[config.mk]
export PLATFORM = sky130hd
export DESIGN_NAME = rdi_front
export DESIGN_NICKNAME = d
export VERILOG_FILES = /design/src/design/rdi_pkg.sv /design/src/design/rdi_front.sv
export SDC_FILE = /design/constraint.sdc
export NUM_CORES = 2
export LEC_CHECK = 0
export ABC_CLOCK_PERIOD_IN_PS = 13550
export BUFFER_PORTS_ARGS = -buffer_cell sky130_fd_sc_hd__buf_2
export CAP_MARGIN = 20
export CORE_AREA = 2 2 413 415
export CTS_BUF_LIST = sky130_fd_sc_hd__clkbuf_4
export CTS_CLUSTER_DIAMETER = 120
export CTS_CLUSTER_SIZE = 10
export DETAILED_ROUTE_END_ITERATION = 7
export DIE_AREA = 0 0 415 417
export HOLD_SLACK_MARGIN = 0.05
export PLACE_DENSITY = 0.51
export SKIP_CTS_REPAIR_TIMING = 1
export SYNTH_ARGS = -nofsm -noshare
export SYNTH_HDL_FRONTEND = slang
export SYNTH_SLANG_ARGS = --single-unit
[constraint.sdc]
create_clock -name clk -period 13.55 [get_ports clk]
set_clock_uncertainty 0.2 [all_clocks]
set_input_delay 2.71 -clock clk [delete_from_list [all_inputs] [get_ports clk]]
set_output_delay 2.71 -clock clk [all_outputs]
set_load 0.01 [all_outputs]
[src/design/rdi_pkg.sv]
// Types and constants for the RTCP deterministic interval block.
// No dependencies; used by every module of the block.
`timescale 1ns / 1ps

package rdi_pkg;

  localparam int unsigned DivBits  = 48;        // quotient bits produced by the cell row
  localparam logic [16:0] OneQ16   = 17'd65536;
  localparam logic [31:0] MinReset = 32'd327680; // five seconds, Q16.16
  localparam logic [47:0] Max48    = {48{1'b1}};

  typedef struct packed {
    logic [15:0] member_count;
    logic [15:0] sender_count;
    logic [31:0] report_bandwidth;
    logic [16:0] sender_share;
    logic        we_are_sender;
    logic [19:0] average_size;
    logic        first_report;
  } in_t;

  typedef struct packed {
    logic [47:0] interval;
    logic [47:0] used_bandwidth;
    logic [15:0] used_members;
  } out_t;

  // Data that rides alongside the division
  typedef struct packed {
    logic [47:0] eff_bw;
    logic [15:0] members;
    logic        first;
    logic        ovf;
    logic        zero;
  } side_t;

  typedef struct packed {
    logic               valid;
    logic [DivBits-1:0] rem;
    logic [DivBits-1:0] numer;
    logic [DivBits-1:0] quot;
    logic [DivBits-1:0] divisor;
    side_t              side;
  } cell_t;

endpackage

[src/design/rdi_front.sv]
// Front pipeline: share test, bandwidth scaling, numerator product, overflow check.
// Depends on rdi_pkg; feeds the first rdi_cell.
`timescale 1ns / 1ps

module rdi_front (
  input  logic           clk,
  input  logic           rst_n,
  input  logic           in_take,
  input  rdi_pkg::in_t   in_item,
  output rdi_pkg::cell_t cell_o
);

  logic         s1_v_r;
  rdi_pkg::in_t s1_r;

  logic         s2_v_r;
  rdi_pkg::in_t s2_r;
  logic [16:0]  s2_share_r;
  logic [32:0]  s2_prod_r;

  logic         s3_v_r;
  logic [31:0]  s3_bw_r;
  logic [16:0]  s3_fac_r;
  logic [15:0]  s3_n_r;
  logic [19:0]  s3_avg_r;
  logic         s3_first_r;

  logic         s4_v_r;
  logic [47:0]  s4_eff_r;
  logic [35:0]  s4_p_r;
  logic [15:0]  s4_n_r;
  logic         s4_first_r;

  rdi_pkg::cell_t cell_r;

  logic [16:0] share_c;
  logic        cond;
  logic [16:0] fac_nxt;
  logic [15:0] n_nxt;
  logic [48:0] eff_full;
  logic        ovf;

  assign share_c = (s1_r.sender_share > rdi_pkg::OneQ16) ? rdi_pkg::OneQ16
                                                         : s1_r.sender_share;

  always_comb begin
    cond    = {1'b0, s2_r.sender_count, 16'd0} <= s2_prod_r;
    fac_nxt = rdi_pkg::OneQ16;
    n_nxt   = s2_r.member_count;
    if (cond) begin
      if (s2_r.we_are_sender) begin
        fac_nxt = s2_share_r;
        n_nxt   = s2_r.sender_count;
      end else begin
        fac_nxt = rdi_pkg::OneQ16 - s2_share_r;
        n_nxt   = s2_r.member_count - s2_r.sender_count;
      end
    end
  end

  assign eff_full = s3_bw_r * s3_fac_r;
  // quotient would not fit 48 bits: p*2^28 >= eff*2^48
  assign ovf = (s4_eff_r != 48'd0) && ({32'd0, s4_p_r} >= {s4_eff_r, 20'd0});

  always_ff @(posedge clk) begin
    if (!rst_n) begin
      s1_v_r <= 1'b0;
      s2_v_r <= 1'b0;
      s3_v_r <= 1'b0;
      s4_v_r <= 1'b0;
    end else begin
      s1_v_r <= in_take;
      s2_v_r <= s1_v_r;
      s3_v_r <= s2_v_r;
      s4_v_r <= s3_v_r;
    end
  end

  always_ff @(posedge clk) begin
    if (!rst_n) begin
      cell_r.valid <= 1'b0;
    end else begin
      cell_r.valid <= s4_v_r;
    end
    s1_r       <= in_item;
    s2_r       <= s1_r;
    s2_share_r <= share_c;
    s2_prod_r  <= s1_r.member_count * share_c;
    s3_bw_r    <= s2_r.report_bandwidth;
    s3_fac_r   <= fac_nxt;
    s3_n_r     <= n_nxt;
    s3_avg_r   <= s2_r.average_size;
    s3_first_r <= s2_r.first_report;
    s4_eff_r   <= eff_full[47:0];
    s4_p_r     <= s3_avg_r * s3_n_r;
    s4_n_r     <= s3_n_r;
    s4_first_r <= s3_first_r;
    cell_r.rem          <= {32'd0, s4_p_r[35:20]};
    cell_r.numer        <= {s4_p_r[19:0], 28'd0};
    cell_r.quot         <= '0;
    cell_r.divisor      <= s4_eff_r;
    cell_r.side.eff_bw  <= s4_eff_r;
    cell_r.side.members <= s4_n_r;
    cell_r.side.first   <= s4_first_r;
    cell_r.side.ovf     <= ovf;
    cell_r.side.zero    <= (s4_eff_r == 48'd0);
  end

  assign cell_o = cell_r;

endmodule

==> impl_metrics.env <==
export IMPL_cp_arrival_ps=8350
export IMPL_cts_root_buf="clkbuf_4"
export IMPL_max_slew_worst_pin_slew_ps=1080
export IMPL_syn_to_final_growth_pct=7.29
export IMPL_wire_per_inst_um=17.8
export IMPL_post_route_period_util_pct=55.5
export IMPL_relSlewSlack_pct=28.1
export IMPL_fp_dieH_um=417
export IMPL_core_area_mm2=0.169
export IMPL_end_kind="register"
export IMPL_via_per_inst=4.47
export IMPL_maxCapViolations=0
export IMPL_dieArea_mm2=0.173
export IMPL_rsz0062_at_grt="no"
export IMPL_crit_buf_inv=7
export IMPL_port_buffers=257
export IMPL_hpwl_mm=105
export IMPL_fin_util_pct=32.1
export IMPL_worstPathRequired_ps=14380
export IMPL_antenna_found_initial=13
export IMPL_synth_cell_type_count=78
export IMPL_synth_ff_latch_count=534
export IMPL_cts_sinks=534
export IMPL_die_w_um=415
export IMPL_worst_hold_slack_ps=75.9
export IMPL_crit_family="adder cells"
export IMPL_netlist_area_mm2=0.0504
export IMPL_fmax_mhz=133
export IMPL_multi_input_area_mm2=0.0343
export IMPL_synth_area_per_cell_um2=9.57
export IMPL_grt_overflow_total=0
export IMPL_grt_first_pass_wirelength_mm=213
export IMPL_nFillCells=17700
export IMPL_gp_congestion=0.862
export IMPL_io_pins=366
export IMPL_synth_edff_count=0
export IMPL_hold_class="register to register"
export IMPL_synth_cells=5263
export IMPL_fin_nets=6788
export IMPL_cts_buffers=66
export IMPL_start_util_pct=29.9
export IMPL_pre_cts_slack_ps=6040
export IMPL_setup_viol=0
export IMPL_synth_flop_cell="dfxtp_1"
export IMPL_num_rows=151
export IMPL_yosys_top_cells_area="fa_1, dfxtp_1, ha_1, inv_1, nand2_1"
export IMPL_cp_start_kind="register"
export IMPL_cts_tree="done"
export IMPL_clock_path_buffers=3
export IMPL_async_flop_share_pct=0
export IMPL_insertion_delay_ps=1110
export IMPL_grt_pass1_vias=36600
export IMPL_clkTransAtPathRegs_ps=140
export IMPL_drive_above_1_share_pct=8.41
export IMPL_critical_path_max_stage_delay_ps=590
export IMPL_seqCellArea_mm2=0.0107
export IMPL_path_common_cell="fa_1"
export IMPL_grt_max_degree=43
export IMPL_finalMaxSlewViolations=0
export IMPL_layout_setup_ws_ps=6030
export IMPL_vias=34200
export IMPL_ys_warnings_count=0
export IMPL_crit_fanout=24
export IMPL_yosysTopAreaCell="fa_1"
export IMPL_grt_usage_pct=16.0
export IMPL_hold_viol=0
export IMPL_status="finished, final reports clean"
export IMPL_ant_nets=0
export IMPL_post_route_min_period_ps=7520
export IMPL_ys_seq_area_share_pct=21.2
export IMPL_drtIter0Drc=1876
export IMPL_drt_pre_antenna_iters=5
export IMPL_path_class="register to register"
export IMPL_synth_top_area_share_pct=36.0
export IMPL_remaining_drc_errors=0
export IMPL_fin_tns_setup_ps=0
export IMPL_cp_slowest_cell="a41oi_1"
export IMPL_drt_total_wl_mm=136
export IMPL_htree_levels=3
## per-layer routing
metal | routed length [um] | GRT usage [%] | vias up | share of wire [%]
li1 | - | - | 15800 | -
met1 | 57800 | 20.1 | 17400 | 43
met2 | 66500 | 27.8 | 791 | 49
met3 | 6990 | 2.43 | 170 | 5.2
met4 | 4260 | 5.59 | 12 | 3.1
met5 | 88 | 0 | - | 0.065
## flip-flops by register name, indices dropped and copies added, names as in the netlist, 16 cells and up
| register | count |
|---|---|
| s3_n_r | 16 |
| s3_fac_r | 17 |
| s2_share_r | 17 |
| s3_avg_r | 20 |
| s2_prod_r | 33 |
| s4_n_r | 16 |
| s1_r | 103 |
| s3_bw_r | 32 |
| cell_o | 104 |
| s4_eff_r | 48 |
| s2_r | 86 |
| s4_p_r | 36 |
## kinds of logic (layout without fill, tap and decap cells)
logic type               count (synthesis)  in the layout  synth area share [%]
adder cells (fa/ha/maj)               1287           1287                  45.5
XOR/XNOR                               128            128                  2.22
flip-flops                             534            534                  21.2
AO/OA/AOI/OAI                          402            402                  5.21
AND/OR/NAND/NOR                       1519           1519                  14.2
other                                    1            120               0.00744
multiplexers                             5              5                0.0993
buffers and inverters                 1387           1427                  11.6
## worst paths after layout
| check | startpoint | end | slack, ps | cells after the start |
|---|---|---|---|---|
| worst max-delay path | s1_r[38]$_DFF_P_ | s2_prod_r[32]$_DFF_P_ | 6030 | 26 |
| worst max register to register | s1_r[38]$_DFF_P_ | s2_prod_r[32]$_DFF_P_ | 6030 | 26 |
| worst min register to register | s1_r[79]$_DFF_P_ | s2_r[79]$_DFF_P_ | 80 | 0 |
| worst min-delay path | s1_r[79]$_DFF_P_ | s2_r[79]$_DFF_P_ | 80 | 0 |
## synthesized netlist by cell type, types with 17 or more instances
cell type and count:
fa_1 907, inv_1 1014, nor4_1 24, nor3_1 20, and2_1 385, nand2_1 830, a21o_1 73, nand4_1 27
nand3_1 23, nand2b_1 17, o21ai_0 64, a31oi_1 21, nor2b_1 30, clkbuf_1 202, dfxtp_1 534, xnor2_1 91
a21oi_1 127, nor2_1 118, buf_4 158, o21a_1 18, ha_1 380, xor2_1 37
## layout by cell type (no fill, tap or decap), types with 8 or more instances in the layout
cell      count
o211ai_1      8
dfxtp_1     526
conb_1      108
ha_1        380
dfxtp_2       8
o21ai_0      64
fa_1        907
nor4_1       24
nand2_1     830
nand2b_1     17
and3_1        9
inv_1      1014
a21oi_1     127
nor3_1       20
and2_1      385
a21o_1       73
o21a_1       18
nand4_1      27
xnor2_1      91
clkbuf_4     70
a211oi_1     12
o21bai_1     16
a31oi_1      20
nor2b_1      24
nor2_1      118
buf_2       257
buf_4        72
nand3_1      23
diode_2      12
xor2_1       37
## final cells by class
type	instances	share of cell area, %
repair buffers	330	3.40
inverters	1014	7.04
well taps	2218	5.13
diodes	12	0.0555
multi-input cells	3449	63.4
clock inverters	13	0.199
clock buffers	70	0.972
flip-flops and latches	534	19.8
## through the flow
stage	std cells	instance area [um^2]
after global routing	7633	54000
after CTS	7627	54000
final	7640	54100
after detailed placement	7544	53400
after floorplan	5370	50800
after global placement	7544	53400
## worst reg2reg max path: cells and delay by family, from the launching register on
kind,cells,cell delay [ps]
simple gates,6,1030
flops,1,320
xor+xnor,1,140
compound gates,5,1590
fa+ha+maj,7,3360
buf+inv,7,830
Power is not shown: default switching activity piles up to over one toggle a cycle in this logic, so the estimate is an artifact.
