## config.mk

```make
export PLATFORM = sky130hd
export DESIGN_NAME = rdi_cell
export DESIGN_NICKNAME = d
export VERILOG_FILES = /design/src/design/rdi_pkg.sv /design/src/design/rdi_cell.sv
export SDC_FILE = /design/constraint.sdc
export NUM_CORES = 1
export LEC_CHECK = 0
export BUFFER_PORTS_ARGS = -buffer_cell sky130_fd_sc_hd__buf_2
export CELL_PAD_IN_SITES_DETAIL_PLACEMENT = 0
export CELL_PAD_IN_SITES_GLOBAL_PLACEMENT = 1
export CORE_AREA = 3 3 203 205
export DETAILED_ROUTE_END_ITERATION = 10
export DIE_AREA = 0 0 206 208
export PLACE_DENSITY_LB_ADDON = 0.1
export SETUP_SLACK_MARGIN = 0.15
export SLEW_MARGIN = 10
export SYNTH_ARGS = -nofsm -noshare
export SYNTH_HDL_FRONTEND = slang
export SYNTH_SLANG_ARGS = --single-unit
```

## constraint.sdc

```tcl
create_clock -name clk -period 4.5 [get_ports clk]
set_input_delay 0.9 -clock clk [delete_from_list [all_inputs] [get_ports clk]]
set_output_delay 0.9 -clock clk [all_outputs]
set_load 0.1 [all_outputs]
```

## src/design/rdi_pkg.sv

```systemverilog
// Types and constants for the RTCP deterministic interval block.
// No dependencies; used by every module of the block.
`timescale 1ns / 1ps

package rdi_pkg;

  localparam int unsigned DivBits  = 48;        // quotient bits produced by the cell row
  localparam logic [16:0] OneQ16   = 17'd65536;
  localparam logic [31:0] MinReset = 32'd327680; // five seconds, Q16.16
  localparam logic [47:0] Max48    = {48{1'b1}};

  typedef struct packed {
    logic [15:0] member_count;
    logic [15:0] sender_count;
    logic [31:0] report_bandwidth;
    logic [16:0] sender_share;
    logic        we_are_sender;
    logic [19:0] average_size;
    logic        first_report;
  } in_t;

  typedef struct packed {
    logic [47:0] interval;
    logic [47:0] used_bandwidth;
    logic [15:0] used_members;
  } out_t;

  // Data that rides alongside the division
  typedef struct packed {
    logic [47:0] eff_bw;
    logic [15:0] members;
    logic        first;
    logic        ovf;
    logic        zero;
  } side_t;

  typedef struct packed {
    logic               valid;
    logic [DivBits-1:0] rem;
    logic [DivBits-1:0] numer;
    logic [DivBits-1:0] quot;
    logic [DivBits-1:0] divisor;
    side_t              side;
  } cell_t;

endpackage

```

## src/design/rdi_cell.sv

```systemverilog
// One restoring division step: brings in a numerator bit, yields one quotient bit.
// Depends on rdi_pkg; chained in the top level.
`timescale 1ns / 1ps

module rdi_cell (
  input  logic           clk,
  input  logic           rst_n,
  input  rdi_pkg::cell_t cell_i,
  output rdi_pkg::cell_t cell_o
);

  rdi_pkg::cell_t cell_r;
  logic [rdi_pkg::DivBits:0]   trial;
  logic [rdi_pkg::DivBits:0]   diff;
  logic                        ge;
  logic [rdi_pkg::DivBits-1:0] rem_nxt;

  always_comb begin
    trial   = {cell_i.rem, cell_i.numer[rdi_pkg::DivBits-1]};
    diff    = trial - {1'b0, cell_i.divisor};
    ge      = trial >= {1'b0, cell_i.divisor};
    rem_nxt = ge ? diff[rdi_pkg::DivBits-1:0] : trial[rdi_pkg::DivBits-1:0];
  end

  always_ff @(posedge clk) begin
    if (!rst_n) begin
      cell_r.valid <= 1'b0;
    end else begin
      cell_r.valid <= cell_i.valid;
    end
    cell_r.rem     <= rem_nxt;
    cell_r.numer   <= {cell_i.numer[rdi_pkg::DivBits-2:0], 1'b0};
    cell_r.quot    <= {cell_i.quot[rdi_pkg::DivBits-2:0], ge};
    cell_r.divisor <= cell_i.divisor;
    cell_r.side    <= cell_i.side;
  end

  assign cell_o = cell_r;

endmodule

```

==> results.cfg, run 1 <==
[run_status]
status = finished, final reports clean

[detailed_routing]
vias = 7567
drt-total-wl_um = 36900
drt_iter0_drc = 232
ant_nets = 0
viasPerCell = 4.02
drt-wirelength-per-cell_um = 19.6
drc = 0
firstDrtPassIters = 4

[synthesis]
yosysUniqueCellTypes = 58
yosys_most_used_dff = dfxtp_1
avgSynthCellArea_sq_um = 10.9
ys_seq_area_share_pct = 60.7
syn_area_sq_mm = 0.00854
synth_edf_count = 0
ys_ff_latch = 259
yosys_warnings = 0
synth_cells = 783
async_flop_share_pct = 0
synth_nets = 1094

[placement]
dpl_cell_area_sq_mm = 0.0118
gp_congestion = 0.769
hpwl_um = 30900
io_buffer_count = 519
dp.cells = 1815

[cts]
cts_root_buf = clkbuf_16
cts_sinks = 259
htree_levels = 1
clockBufferDepth = 3
post-cts-setup-buffers = 0
cts_tree = done
cts.clk_slew.worst_paths_ns = 0.06
ctsHoldBuffers = 0
cts_resized = 0
numCtsBuffers = 30

[setup_path]
worstPathCellList = buf_2, inv_1, ha_1, a21o_1, a21oi_1, a211oi_1, nor3_4, o21ai_2, a2111oi_4, o211ai_2, a31oi_4, inv_2, buf_12, buf_4, nor2_1, a21oi_1
path_class = input pin to flip-flop
crit_path_end_kind = flip-flop
critPathMaxStageDelay_ns = 0.42
crit_buf_inv = 5
crit_end = cell_o[231]$_DFF_P_
slowest_stage = a2111oi_4
required_ns = 4.93
crit_top_cell = a21oi_1
startpoint_type = input pin
critical_path.max_fanout = 24
cp.depth = 16
cp_data_arrival_time_ns = 3.93
startpoint = cell_i[70]
crit_family = compound AO/OA/AOI/OAI gates

[floorplan]
die_w_um = 206
start_util_pct = 21.6
rows = 73
dieHeight_um = 208
ios = 522
core_sq_mm = 0.0396
dieArea_sq_mm = 0.0428

[final_layout]
area_delta_synth_final_pct = 50.4
mostFrequentLayoutCells = 519 x buf_2, 259 x dfxtp_1, 62 x a21oi_1
largest_register_ffs = 259
fin_cells = 1883
nets = 1633
fill_cells = 4241
drive_gt1_share_pct = 43.8
finish.instance_area_sq_mm = 0.0129
layout_commonest_cell = buf_2

[global_routing]
antenna_found_initial = 23
first_global_vias = 7880
overflow = 0
grt_max_degree = 28
track_usage_pct = 16.5
grt_first_pass_wirelength_um = 52600

[run]
drv_cap = 0

[timing]
holdWs_ns = 0.442
worstMarginPinSlew_ns = 0.581
slew_viol_final = 0
layout_min_cycle_time_ns = 3.50
max_freq_mhz = 286
rsz0062_at_grt = false
setup_viol = 0
maxSlewHeadroom_pct = 61.5
finalCritPeriodShare_pct = 77.8
finalHoldViolCount = 0
tns_ns = 0

[power]
p_per_area_mw_per_mm2 = 571
design_power_total_mw = 7.33
leakage_nw = 6.54
vdd_ir_drop_max_mv = 0.298

[hold_path]
hp-class = input pin to flip-flop
[logic make-up (layout without fill, tap and decap cells)]
logic type | count (synthesis) | in the layout | share of synthesized area (%)
AOI/OAI and AO/OA | 186 | 186 | 14.3
xor gates and xnor gates | 37 | 37 | 3.79
adders and majority gates | 49 | 49 | 7.26
buffers and inverters | 83 | 646 | 3.87
DFF | 259 | 259 | 60.7
muxes | 8 | 8 | 1.01
other | 1 | 13 | 0.0439
and+or+nand+nor | 160 | 160 | 9.02
[routing by layer]
| layer | vias to the layer above | track usage (%) | wire length (um) |
|---|---|---|---|
| li1 | 3775 | - | - |
| met1 | 3414 | 17.8 | 13800 |
| met2 | 283 | 30.2 | 18600 |
| met3 | 71 | 6.34 | 3650 |
| met4 | 24 | 3.58 | 753 |
| met5 | - | 0 | 156 |
[power breakdown]
part           switching, mW  internal [mW]  leakage (nW)
Clock                   1.02           1.49         0.490
Combinational           1.87          0.424          3.87
Sequential            0.0433           2.49          2.19
Total                   2.93           4.40          6.54
[how the worst min path moves through the flow]
| stage | startpoint | end | slack (ns) | cells after the start |
|---|---|---|---|---|
| after global placement | cell_i[13] | cell_o[13]$_DFF_P_ | 1.00 | 1 |
| final | cell_i[50] | cell_o[50]$_DFF_P_ | 0.44 | 1 |
| after floorplan | cell_i[0] | cell_o[0]$_DFF_P_ | 0.93 | 0 |
| after CTS | cell_i[61] | cell_o[61]$_DFF_P_ | 0.39 | 1 |
| after detailed placement | cell_i[31] | cell_o[31]$_DFF_P_ | 1.00 | 1 |
| after global routing | cell_i[206] | cell_o[207]$_DFF_P_ | 0.41 | 1 |
[cells in the mapped netlist, drive strengths merged (4+ instances only)]
| library cell | n | area share [%] |
|---|---|---|
| dfxtp | 259 | 61 |
| a21oi | 62 | 3.6 |
| inv | 61 | 2.7 |
| nor2 | 54 | 2.4 |
| ha | 48 | 7.0 |
| nand2 | 42 | 1.8 |
| a21o | 40 | 3.5 |
| o21ai | 30 | 1.8 |
| xor2 | 20 | 2.1 |
| xnor2 | 17 | 1.7 |
| clkbuf | 16 | 0.70 |
| a31oi | 12 | 1.1 |
| and3 | 11 | 0.81 |
| nand3 | 8 | 0.47 |
| nand4 | 8 | 0.59 |
| nor3 | 8 | 0.60 |
| and4 | 6 | 0.62 |
| buf | 6 | 0.48 |
| a211oi | 5 | 0.44 |
| mux2 | 5 | 0.66 |
| nor2b | 5 | 0.37 |
| o21a | 4 | 0.35 |
| o21bai | 4 | 0.35 |
| or3 | 4 | 0.29 |
[final cells by class]
type | count | area, sq um | area share [%]
diodes | 12 | 30.0 | 0.234
clock inverters | 17 | 191 | 1.49
well taps | 525 | 657 | 5.11
repair buffers | 529 | 2700 | 21.0
multi-input cells | 441 | 3030 | 23.6
inverters | 61 | 229 | 1.78
flip-flops and latches | 259 | 5180 | 40.3
clock buffers | 39 | 836 | 6.50
[metrics by stage]
stage               util (%)  setup WS, ns
global route            32.4         0.704
global placement        29.8         0.395
finish                  32.4         0.998
CTS                     32.4         0.992
detailed placement      29.8         0.372
floorplan                  -         0.922
Power figures use the tool's default switching activity.
==> inputs of run 2 (changes only) <==
--- a/config.mk
+++ b/config.mk
@@ -8,9 +8,9 @@
 export BUFFER_PORTS_ARGS = -buffer_cell sky130_fd_sc_hd__buf_2
 export CELL_PAD_IN_SITES_DETAIL_PLACEMENT = 0
 export CELL_PAD_IN_SITES_GLOBAL_PLACEMENT = 1
-export CORE_AREA = 3 3 203 205
+export CORE_AREA = 3 3 201 203
 export DETAILED_ROUTE_END_ITERATION = 10
-export DIE_AREA = 0 0 206 208
+export DIE_AREA = 0 0 204 206
 export PLACE_DENSITY_LB_ADDON = 0.1
 export SETUP_SLACK_MARGIN = 0.15
 export SLEW_MARGIN = 10
==> constraint.sdc (replaced) <==
create_clock -name clk -period 3.04 [get_ports clk]
set_input_delay 0.608 -clock clk [delete_from_list [all_inputs] [get_ports clk]]
set_output_delay 0.608 -clock clk [all_outputs]
set_load 0.1 [all_outputs]
==> run 2 against run 1 <==
Power increased by 55%. Wire length increased by 3.3%. Largest power group is now the clock network. Count of clock-buffer cells in the layout unchanged. Clock power increased by 55%. Via count increased by 5.8%. Flip-flop and latch count unchanged. Sequential share of layout area decreased by 4.3 points. Combinational power increased by 62%. Final area increased by 12%. Worst hold slack got worse by 0.30 ns. Core utilization increased by 4.8 points.
==> results.cfg, run 2 (synthesized netlist as in run 1, its figures left out) <==
[detailed_routing]
drc = 0
drt-total-wl_um = 38100
vias = 8007
drt_iter0_drc = 241
firstDrtPassIters = 4
ant_nets = 0
drt-wirelength-per-cell_um = 18.9
viasPerCell = 3.97

[placement]
dp.cells = 1954
gp_congestion = 0.816
hpwl_um = 32100
io_buffer_count = 519

[cts]
htree_levels = 1
cts.clk_slew.worst_paths_ns = 0.06
cts_tree = done
cts_sinks = 259
clockBufferDepth = 3
numCtsBuffers = 30
cts_root_buf = clkbuf_16

[run]
drv_cap = 0

[floorplan]
dieArea_sq_mm = 0.0420
start_util_pct = 22.1
rows = 72
core_sq_mm = 0.0386
die_w_um = 204
ios = 522
dieHeight_um = 206

[timing]
slew_viol_final = 0
layout_min_cycle_time_ns = 2.80
maxSlewHeadroom_pct = 61.8
rsz0062_at_grt = true
max_freq_mhz = 357
worstMarginPinSlew_ns = 0.577
finalHoldViolCount = 0
holdWs_ns = 0.138
setup_viol = 0
finalCritPeriodShare_pct = 92.2

[run_status]
status = finished, final reports clean

[power]
pwr-share-comb_pct = 32.8
switching_share_pct = 38.5
leakage_nw = 7.36
vdd_ir_drop_max_mv = 0.439
clkPwrFrac_pct = 34.3
seq_power_share_pct = 32.9
p_per_area_mw_per_mm2 = 791
p_int_mw = 6.99
power_switching_mw = 4.38

[final_layout]
largest_register_ffs = 259
fill_cells = 4065
fin_cells = 2018
mostFrequentLayoutCells = 517 x buf_2, 259 x dfxtp_1, 158 x buf_4
area_delta_synth_final_pct = 68.3
drive_gt1_share_pct = 53.0
layout_commonest_cell = buf_2
nets = 1786

[hold_path]
hp-class = input pin to flip-flop
whs_path_depth = 1
worstHoldStart = cell_i[115]
min_to = cell_o[116]$_DFF_P_

[setup_path]
critical_path.max_fanout = 4
path_class = input pin to flip-flop
cp_data_arrival_time_ns = 3.28
crit_top_cell = a21o_1
crit_buf_inv = 2
worstPathCellList = buf_8, ha_4, a21o_1, a21o_1, a21o_1, nor3_4, o21ai_4, a2111oi_4, buf_4, o22ai_4, or2_4, o41a_1, a31oi_1
crit_family = compound AO/OA/AOI/OAI gates
crit_path_end_kind = flip-flop
startpoint_type = input pin
required_ns = 3.52
slowest_stage = a2111oi_4
critPathMaxStageDelay_ns = 0.45

[global_routing]
track_usage_pct = 17.0
overflow = 0
grt_first_pass_wirelength_um = 53600
grt_max_degree = 21
first_global_vias = 8276
antenna_found_initial = 18
## run 2: cell count changes in the layout (fill, tap and decap cells not counted), moves of 5 or more
cell and change:
buf_4 +150, o21ai_0 -5, ha_1 -11, ha_4 +9, inv_1 -6, diode_2 -7
## run 2: how the worst max path moves through the flow
stage	start	end	slack [ns]	cells past startpoint
after floorplan	cell_i[216]	cell_o[221]$_DFF_P_	-0.04	12
after global placement	cell_i[210]	cell_o[257]$_DFF_P_	-0.54	14
after detailed placement	cell_i[210]	cell_o[257]$_DFF_P_	-0.58	14
after CTS	cell_i[210]	cell_o[257]$_DFF_P_	0.12	14
after global routing	cell_i[83]	cell_o[257]$_DFF_P_	0.1	14
final	cell_i[220]	cell_o[254]$_DFF_P_	0.24	13
## run 2: metrics by stage
step | util (%) | setup TNS (ns) | worst slack [ns] | instance area (sq um) | power [mW]
2_1_floorplan | - | -0.215 | -0.0418 | 8730 | 6.54
4_1_cts | 36.6 | 0 | 0.122 | 14200 | 11.5
3_3_place_gp | 33.8 | -16.16 | -0.544 | 13100 | 7.53
3_5_place_dp | 33.8 | -16.03 | -0.581 | 13100 | 7.53
6_report | 37.2 | 0 | 0.237 | 14400 | 11.4
5_1_grt | 37.2 | 0 | 0.0997 | 14400 | 11.8
## run 2: timing repair
item / 4_1_cts / 5_1_grt
pin swaps: 2 / 13
hold buffers: 0 / 0
setup endpoints to repair: 6 / 19
gates resized for setup: 1 / 39
setup buffers: 1 / 6
cloned: 0 / 0
## run 2: power groups by stage
stage | registers [mW] | logic [mW] | clock network, mW
final | 3.75 | 3.73 | 3.90
after global placement | 3.82 | 3.71 | 0
after CTS | 3.75 | 3.72 | 4.04
after global routing | 3.77 | 3.91 | 4.17
after detailed placement | 3.82 | 3.71 | 0
after floorplan | 5.90 | 0.641 | 0
## run 2: layout make-up
cell class | instances | area, sq um | share of cell area [%]
sequential | 259 | 5180 | 36.1
timing repair buffer | 682 | 3890 | 27.0
multi-input combinational | 441 | 3340 | 23.2
clock buffer | 39 | 846 | 5.88
tap | 518 | 648 | 4.51
inverter | 61 | 234 | 1.63
clock inverter | 13 | 226 | 1.58
antenna | 5 | 12.5 | 0.0870
## run 2: routing by layer
| layer | wire (um) | vias to the layer above | part of all wire, % | track usage, % |
|---|---|---|---|---|
| met5 | 140 | - | 0.37 | 0 |
| met4 | 675 | 22 | 1.8 | 3.78 |
| met3 | 3240 | 61 | 8.5 | 5.95 |
| met2 | 18500 | 263 | 49 | 29.7 |
| met1 | 15600 | 3594 | 41 | 20.3 |
| li1 | - | 4067 | - | - |
==> inputs of run 3 (changes only) <==
--- a/config.mk
+++ b/config.mk
@@ -8,9 +8,9 @@
 export BUFFER_PORTS_ARGS = -buffer_cell sky130_fd_sc_hd__buf_2
 export CELL_PAD_IN_SITES_DETAIL_PLACEMENT = 0
 export CELL_PAD_IN_SITES_GLOBAL_PLACEMENT = 1
-export CORE_AREA = 3 3 201 203
+export CORE_AREA = 3 3 203 205
 export DETAILED_ROUTE_END_ITERATION = 10
-export DIE_AREA = 0 0 204 206
+export DIE_AREA = 0 0 206 208
 export PLACE_DENSITY_LB_ADDON = 0.1
 export SETUP_SLACK_MARGIN = 0.15
 export SLEW_MARGIN = 10
==> constraint.sdc (replaced) <==
create_clock -name clk -period 2.87 [get_ports clk]
set_input_delay 0.574 -clock clk [delete_from_list [all_inputs] [get_ports clk]]
set_output_delay 0.574 -clock clk [all_outputs]
set_load 0.1 [all_outputs]
==> run 3 against run 2 <==
Global-route usage fell by 0.17 points. Worst hold slack got worse by 0.045 ns. Flip-flop and latch count stayed put. Final area up 1.6%. Combinational power increased by 7.2%. Via count up 2.6%. Critical endpoint is now cell_o[221]$_DFF_P_. Largest cell class unchanged. Largest power group unchanged.
==> results.cfg, run 3 (synthesized netlist as in run 1, its figures left out) <==
[run_status]
status = finished, final reports clean

[final_layout]
area_delta_synth_final_pct = 70.9
mostFrequentLayoutCells = 512 x buf_2, 259 x dfxtp_1, 176 x buf_4
final_util_pct = 36.8
regArea_sq_mm = 0.00518
drive_gt1_share_pct = 53.9
finish.instance_area_sq_mm = 0.0146
nets = 1805
layout_commonest_cell = buf_2
multi_input_area_sq_mm = 0.00337
largest_register_ffs = 259
fill_cells = 4167
fin_cells = 2048

[setup_path]
path_class = input pin to flip-flop
crit_buf_inv = 5
critPathMaxStageDelay_ns = 0.29
critical_path.max_fanout = 15
required_ns = 3.34
crit_path_end_kind = flip-flop
crit_family = compound AO/OA/AOI/OAI gates
slowest_stage = a2111oi_4
startpoint_type = input pin
worstPathCellList = buf_6, inv_2, ha_4, a21o_1, a21o_1, a21o_1, nor3_4, o21ai_4, a2111oi_4, buf_4, o211ai_2, a31oi_4, inv_4, buf_12, mux2_4
cp_data_arrival_time_ns = 3.13
crit_top_cell = a21o_1

[power]
design_power_total_mw = 12.1
clkPwrFrac_pct = 34.0
power_switching_mw = 4.74
vdd_ir_drop_max_mv = 0.477
switching_share_pct = 39.2
leakage_nw = 7.49
p_int_mw = 7.34
seq_power_share_pct = 32.9
pwr-share-comb_pct = 33.1
p_per_area_mw_per_mm2 = 827

[placement]
gp_congestion = 0.823
dp.cells = 1978
io_buffer_count = 519
pre_cts_slack_ns = -0.631
dpl_cell_area_sq_mm = 0.0132
hpwl_um = 32300

[cts]
htree_levels = 1
cts_root_buf = clkbuf_16
numCtsBuffers = 30
clockBufferDepth = 3
cts_sinks = 259
cts_tree = done
cts.clk_slew.worst_paths_ns = 0.06

[global_routing]
grt_max_degree = 22
antenna_found_initial = 13
first_global_vias = 8447
grt_first_pass_wirelength_um = 54000
overflow = 0
track_usage_pct = 16.9

[timing]
rsz0062_at_grt = true
finalHoldViolCount = 0
finalWorstSetupSlack_ns = 0.203
worstMarginPinSlew_ns = 0.571
maxSlewHeadroom_pct = 62.2
layout_min_cycle_time_ns = 2.67
finalCritPeriodShare_pct = 92.9
holdWs_ns = 0.0927
setup_viol = 0
tns_ns = 0
slew_viol_final = 0
max_freq_mhz = 375

[detailed_routing]
drt-wirelength-per-cell_um = 18.8
drt_iter0_drc = 295
vias = 8215
drt-total-wl_um = 38600
viasPerCell = 4.01
ant_nets = 0
firstDrtPassIters = 4
drc = 0

[floorplan]
die_w_um = 206
ios = 522
start_util_pct = 21.6
core_sq_mm = 0.0396
rows = 73
dieHeight_um = 208
dieArea_sq_mm = 0.0428

[run]
drv_cap = 0

[hold_path]
hp-class = input pin to flip-flop
run 3: changes by cell type in the layout (fill, tap and decap cells not counted), moves of 3 or more:
cell / before / now
a21oi_1: 58 / 55
buf_2: 517 / 512
buf_4: 158 / 176
buf_6: 2 / 8
clkinv_2: 3 / 6
ha_1: 37 / 34
run 3: path summary, 6_finish.rpt:
kind	endpoint	from	cells after the start
max	cell_o[221]$_DFF_P_	cell_i[77]	15
min	cell_o[150]$_DFF_P_	cell_i[149]	1
run 3: power by group through the flow:
stage / clock network (mW) / registers, mW / logic [mW]
global route: 4.37 / 4.00 / 4.19
finish: 4.10 / 3.98 / 4.00
global placement: 0 / 4.05 / 3.95
CTS: 4.24 / 3.98 / 3.98
detailed placement: 0 / 4.05 / 3.94
floorplan: 0 / 6.25 / 0.679
run 3: what timing repair did:
item,in CTS,in global routing
gates cloned,0,2
pin swaps,8,8
gates resized for setup,11,43
setup buffers,4,3
hold buffers,0,0
setup endpoints to repair,35,43
run 3: layout make-up:
cell class                 instances  area share [%]
antenna                            6           0.103
timing repair buffer             701            27.9
tap                              525            4.50
clock inverter                    17            1.73
clock buffer                      38            5.62
inverter                          61            1.60
multi-input combinational        441            23.1
sequential                       259            35.5
run 3: routing by layer:
layer	vias to the layer above	GRT usage, %	share of wire, %
met5	-	0	0.34
met4	18	5.55	3.3
met3	76	5.84	8.9
met2	304	29.0	47
met1	3701	19.6	40
li1	4116	-	-
